===== config.mk =====
export PLATFORM = sky130hd
export DESIGN_NAME = pld_isqrt
export DESIGN_NICKNAME = d
export VERILOG_FILES = /design/src/pld_isqrt.sv
export SDC_FILE = /design/constraint.sdc
export NUM_CORES = 1
export LEC_CHECK = 0
export BUFFER_PORTS_ARGS = -buffer_cell sky130_fd_sc_hd__clkbuf_2
export CAP_MARGIN = 20
export CELL_PAD_IN_SITES_DETAIL_PLACEMENT = 2
export CELL_PAD_IN_SITES_GLOBAL_PLACEMENT = 2
export CORE_ASPECT_RATIO = 0.8
export CORE_MARGIN = 4
export CORE_UTILIZATION = 42
export DETAILED_ROUTE_END_ITERATION = 10
export GPL_TIMING_DRIVEN = 0
export HOLD_SLACK_MARGIN = 0.06
export MAX_ROUTING_LAYER = met4
export PLACE_DENSITY_LB_ADDON = 0.2
export RECOVER_POWER = 50
export SLEW_MARGIN = 20
export SYNTH_ARGS = -nofsm -noshare
export SYNTH_HDL_FRONTEND = slang
export SYNTH_SLANG_ARGS = --single-unit
export TNS_END_PERCENT = 10

===== constraint.sdc =====
create_clock -name clock -period 18.4 [get_ports clock]
set_clock_uncertainty 0.1 [all_clocks]
set_input_delay 1.84 -clock clock [delete_from_list [all_inputs] [get_ports clock]]
set_output_delay 1.84 -clock clock [all_outputs]
set_load 0.02 [all_outputs]

===== src/pld_isqrt.sv =====
// Integer square root, two radicand bits per cycle.
module pld_isqrt #(
   parameter int ValueBits = 51
) (
   input  logic                           clock,
   input  logic                           reset,
   input  logic                           start,
   input  logic [ValueBits-1:0]           value,
   output logic                           done,
   output logic [(ValueBits+1)/2-1:0]     root
);
   localparam int RW = (ValueBits + 1) / 2;
   localparam int CW = (RW > 1) ? $clog2(RW) : 1;

   typedef enum logic {S_IDLE, S_RUN} state_type;

   state_type       state_ff;
   logic [2*RW-1:0] val_ff;
   logic [RW+1:0]   rem_ff;
   logic [RW-1:0]   root_ff;
   logic [CW-1:0]   cnt_ff;
   logic            done_ff;

   logic [RW+3:0]   rem_sh, trial;
   logic            take;

   always_comb begin
      rem_sh = {rem_ff, val_ff[2*RW-1 -: 2]};
      trial  = (RW+4)'({root_ff, 2'b01});
      take   = (rem_sh >= trial);
   end

   always_ff @(posedge clock) begin
      done_ff <= 1'b0;
      if (reset) begin
         state_ff <= S_IDLE;
      end else begin
         case (state_ff)
            S_IDLE: begin
               if (start) begin
                  val_ff   <= (2*RW)'(value);
                  rem_ff   <= '0;
                  root_ff  <= '0;
                  cnt_ff   <= CW'(RW - 1);
                  state_ff <= S_RUN;
               end
            end
            S_RUN: begin
               val_ff  <= {val_ff[2*RW-3:0], 2'b00};
               rem_ff  <= take ? (RW+2)'(rem_sh - trial) : rem_sh[RW+1:0];
               root_ff <= {root_ff[RW-2:0], take};
               if (cnt_ff == '0) begin
                  done_ff  <= 1'b1;
                  state_ff <= S_IDLE;
               end else begin
                  cnt_ff <= cnt_ff - 1'b1;
               end
            end
            default: state_ff <= S_IDLE;
         endcase
      end
   end

   assign done = done_ff;
   assign root = root_ff;
endmodule


; Word-level counts from Yosys, hierarchy flattened
; Cells that the tools add are included.
[word_totals]
reg_bits = 113
in_bits = 54
output_inout_bits = 27
wordCells = 31
[op_classes]
addsub = 2
order_cmp = 1
eq_ne = 2
muxes = 14
n_bitwise = 2
n_reduce_logical = 4
[ops]
columns = cell, n
row1 = $pmux W52 S2, 1
row2 = $mux W28, 2
row3 = $pmux W28 S2, 1
row4 = $mux W52, 1
row5 = $pmux W26 S2, 1
row6 = $ge A30 B28 Y1, 1
row7 = $sub A28 B28 Y28, 1
row8 = $mux W26, 1
row9 = $mux W5, 2
row10 = $pmux W5 S2, 1
row11 = $logic_not A5 Y1, 1
row12 = $sub A5 B1 Y5 const B, 1
row13 = $ne A2 B2 Y1 const B, 2
row14 = $mux W1, 3
row15 = $reduce_and A3 Y1, 1
row16 = $not A1 Y1, 2
row17 = $pmux W1 S2, 1
row18 = $reduce_and A2 Y1, 1
row19 = $reduce_or A2 Y1, 1

; Longest topological paths before layout
[logic_depth]
depth_word = 3
mapped_depth = 12
depth_no_buf = 10

; Worst setup path after synthesis
; Ideal clock, no wire load.
[synth_timing]
kind = input to register
from = in start
to = reg rem_ff[0] (enable)
setup_time_ps = 572
arrival_ps = 6316
required_time_ps = 17728
slack_ps = 11412
stages = 2
path_buffers = 0
cell_sequence = nor2_1 nor2_1
[synth_between]
elab_chain_cells = 2
[synth_rtl]
columns = element, line_no
row1 = from (decl), 7  ; input logic start,
row2 = $ne A2 B2 Y1 (no line), n/a
row3 = $reduce_and A2 Y1 (no line), n/a
row4 = to (signal assigned), 50  ; rem_ff <= take ? (RW+2)'(rem_sh - trial) : rem_sh[RW+1:0];
row5 = to (decl), 19  ; logic [RW+1:0] rem_ff;
; Every way passes these cells.
; A chain may end at the register's enable or synchronous reset.

; Worst setup path in the final report
[layout_timing]
from = in start
to = reg root_ff[12] (netlist: root[12]) (enable)
[layout_between]
elab_chain_cells = 2
[layout_rtl]
columns = element, line_no
row1 = $ne A2 B2 Y1 (no line), n/a
row2 = $reduce_and A2 Y1 (no line), n/a
row3 = to (signal assigned), 51  ; root_ff <= {root_ff[RW-2:0], take};
row4 = to (decl), 20  ; logic [RW-1:0] root_ff;
; Every way passes these cells.

==> impl_summary.txt <==
----------------------------------------------------
[STA]
  Number of hold-slack violations in the final timing report ... 0
  Highest clock frequency the design can meet ... approximately 240 MHz
  Max-slew headroom ... -0.550
  Final cycle utilization of the critical path ... 0.230
  Accumulated negative setup slack ... 0 ps
  Final Slew Violations ... 22
  Slew at the pin closest to its max-slew limit ... 2320 ps
  Count of endpoints failing setup in the final report ... 0
  Final min period ... 4220 ps
  Unrepaired setup endpoints after global routing ... no

[Clock tree]
  CTS tree ... yes
  Clock slew at reported path FFs ... 60 ps
  Maximum clock insertion buffer count ... 2
  Postcts setup bufs ... 0
  TritonCTS Buffers ... 17
  Cts hold-fix bufs ... 0
  Clock sink count ... 113
  Clk Latency, worst-skew pair ... 440 ps
  Root cell of the clock tree ... sky130_fd_sc_hd__clkbuf_16
  Count of instances resized after the clock tree is built ... 0
  H-tree depth reported by CTS ... 4

[Synthesis]
  Most used flip-flop cell after synthesis ... sky130_fd_sc_hd__edfxtp_1
  Number of warnings printed during yosys synthesis ... 0
  Dominant cell type by area after synthesis ... sky130_fd_sc_hd__edfxtp_1
  Syn_nets ... 643
  #FFs+latches synth ... approximately 110
  Distinct cell type count of the synthesized netlist ... 61
  Synth top area cells ... sky130_fd_sc_hd__edfxtp_1 52%, sky130_fd_sc_hd__mux2_2 8.6%, sky130_fd_sc_hd__ha_1 5.6%
  Share of the synthesized area in the top cell type ... 0.518
  Sequential area share after synthesis ... 0.525
  Total standard cell area after synthesis ... 6430 um2
  Post-synthesis average cell area ... 11.5 um2
  EDFF count, synth ... 111
  Async SR Flop Fraction ... 0
  Number of instances in the synthesized netlist ... 560

[Routing]
  Total vias in the final route ... 4944
  Residual DRC count ... 0
  Detailed-route wire length ... roughly 22 mm
  Starting DRT DRC Count ... around 370
  First-pass iteration count of the detailed router ... 4
  Via/cell ratio ... around 5.7
  Average routed wire per standard cell ... 25.0 um
  Routed Antenna Nets ... 0

[Cells and area]
  Register Area ... 3370 um2
  Count of nets after finishing ... 746
  Number of antenna repair diodes ... 0
  Final Cell Area ... 7730 um2
  Total of fill cells in the finished design ... 1511
  Total area of multi-input combinational cells ... 2760 um2
  Syn-to-layout area delta ... 20.2%
  Layout cells sized above 1 ... 0.246

[Pwr]
  Internal cell power ... between 500 and 600 uW
  Overall power after layout ... 844 uW
  Cell area power density ... 109 nW/um2
  Power share of the combinational group ... 0.223
  Switching fraction of total power ... 0.313
  Leakage power ... ~0.0031 uW
  Clock power frac ... 0.399
  Net Sw Power ... 264 uW
  Sequential group share of total power ... 0.377
  Worst IR drop on VDD ... 0.0675 mV

[Placed design]
  Total half-perimeter wirelength after legalization and detailed placement ... between 10 and 15 mm
  Placer congestion estimate ... between 0.8 and 0.9
  Number of port buffers ... 80
  Placed cell areas ... 7180 um2

[Run]
  Max-capacitance violation count ... 1

[Setup path]
  Largest incremental delay on the critical path ... 1750 ps
  WP data arrival ... between 4000 and 5000 ps
  Req. time, crit path ... 18430 ps
  Type of the worst setup path ... in2reg
  Top fanout value on the critical path ... 28
  Worst Setup Start Kind ... input pin
  Cell-by-cell listing of the critical path ... clkbuf_1 -> nor2_1 -> nor2_1 -> buf_16 -> buf_12
  Endpoint class of the critical path ... register
  Slowest cell on crit path ... sky130_fd_sc_hd__nor2_1
  Number of buffer and inverter instances along the worst setup path ... 3
  Top cell by count, worst path ... sky130_fd_sc_hd__nor2_1
  Top delay family on crit path ... simple AND/OR/NAND/NOR gates

[Floorplan]
  Core Region ... about 15000 um2
  Count of boundary I/O pins ... 81
  Number of rows in the core area ... 40
  Horizontal die dimension ... between 100 and 150 um
  Die height ... 119 um
  Starting density of the core ... 0.428
  Die Outline Area ... roughly 17000 um2

[Global route]
  Initial antenna violation count ... 0
  Wire length of the first global-routing pass ... 33.9 mm
  Total overflow reported by the global router ... 0
  Largest net degree at the start of global routing ... 29
  Number of global-route vias before repair ... 5563
  Global router's overall resource usage ... 0.266

[Hold path]
  Class of the tightest hold or removal check ... reg2reg

[Outcome]
  Result of the run ... finished with violations
  Violations in the final reports ... capacitance limit, slew limit

----------------------------------------------------
==> per-stage QoR <==
step	instances	util	hold slack (ps)	setup WS [ps]
finish	865	0.515	447	14180
global route	865	0.515	450	13920
detailed placement	833	0.478	439	14820
floorplan	560	-	361	11410
global placement	829	0.471	385	9460
CTS	865	0.517	450	15100
==> worst reg2reg max path: cells and delay by family (launching register included) <==
kind | cells | cell delay, ps
flip-flops | 1 | 420
AND/OR/NAND/NOR | 2 | 1960
buffers and inverters | 3 | 1060
==> synth_stat cells (all sizes together), types with 4 or more instances <==
library cell    n
or3             4
o21ai          20
a21o           14
a21oi          30
inv            42
edfxtp        111
nand4           8
o211ai          4
nor2           73
nand3          12
ha             29
mux2           49
a211oi          4
clkbuf         16
nor3            9
mux2i          20
buf            11
o21bai          6
nor4            4
nand2          23
xnor2          21
o21a            4
==> placed cells by master, fill, tap and decap left out, types with 6 or more instances in the layout <==
cell,synthesis,routed
sky130_fd_sc_hd__xnor2_1,21,21
sky130_fd_sc_hd__a21oi_1,29,29
sky130_fd_sc_hd__clkbuf_16,0,17
sky130_fd_sc_hd__nor3_1,8,8
sky130_fd_sc_hd__a21o_1,14,14
sky130_fd_sc_hd__mux2_1,0,8
sky130_fd_sc_hd__mux2i_1,20,20
sky130_fd_sc_hd__nand2_1,23,23
sky130_fd_sc_hd__o21bai_1,6,6
sky130_fd_sc_hd__nand3_1,11,11
sky130_fd_sc_hd__inv_1,42,42
sky130_fd_sc_hd__ha_1,29,29
sky130_fd_sc_hd__clkbuf_1,16,33
sky130_fd_sc_hd__nand4_1,8,8
sky130_fd_sc_hd__nor2_1,72,72
sky130_fd_sc_hd__mux2_2,49,41
sky130_fd_sc_hd__clkbuf_2,0,63
sky130_fd_sc_hd__edfxtp_1,111,111
sky130_fd_sc_hd__o21ai_0,18,18
sky130_fd_sc_hd__buf_2,8,8
==> sequential cells by signal (all words and copies together) (netlist names) <==
register,cells
state_ff,1
root,26
done,1
val_ff,52
cnt_ff,5
rem_ff,28
==> layer usage <==
layer / vias up / part of all wire / global-route usage
met5: - / 0 / -
met4: 0 / 0.023 / 0.0922
met3: 32 / 0.038 / 0.0567
li1: 2262 / - / -
met2: 117 / 0.52 / 0.444
met1: 2533 / 0.42 / 0.321
==> path summary, 6_finish.rpt <==
kind         startpoint       end  slack [ps]  depth (start not counted)
min reg2reg   cnt_ff[4]      done         450                          1
max reg2reg    state_ff  root[12]       14540                          5
max               start  root[12]       14180                          5
min           cnt_ff[4]      done         450                          1
==> cells by family (layout without fill, tap and decap cells) <==
kind of cell / after synthesis / in the layout / share of synthesized area
multiplexers: 69 / 69 / 0.117
AO/OA/AOI/OAI: 105 / 105 / 0.114
XOR/XNOR: 24 / 24 / 0.0327
AND/OR/NAND/NOR: 150 / 150 / 0.110
adder cells (fa/ha/maj): 29 / 29 / 0.0564
flip-flops: 113 / 113 / 0.525
buffers and inverters: 70 / 186 / 0.0459
==> final cells by class <==
type                    count  area share
clock buffers              17      0.0550
multi-input cells         377       0.357
plain buffers              27      0.0173
flip-flops and latches    113       0.436
inverters                  43      0.0209
well taps                 189      0.0306
clock inverters            15      0.0204
repair buffers             84      0.0623
==> power by group through the flow <==
| stage | clock, uW | sequential [uW] | combinational, uW |
|---|---|---|---|
| after floorplan | 0 | 324 | 121 |
| after global placement | 0 | 323 | 164 |
| after detailed placement | 0 | 322 | 181 |
| after CTS | 340 | 318 | 189 |
| after global routing | 349 | 320 | 206 |
| final | 337 | 319 | 188 |
Power figures use the tool's default switching activity.
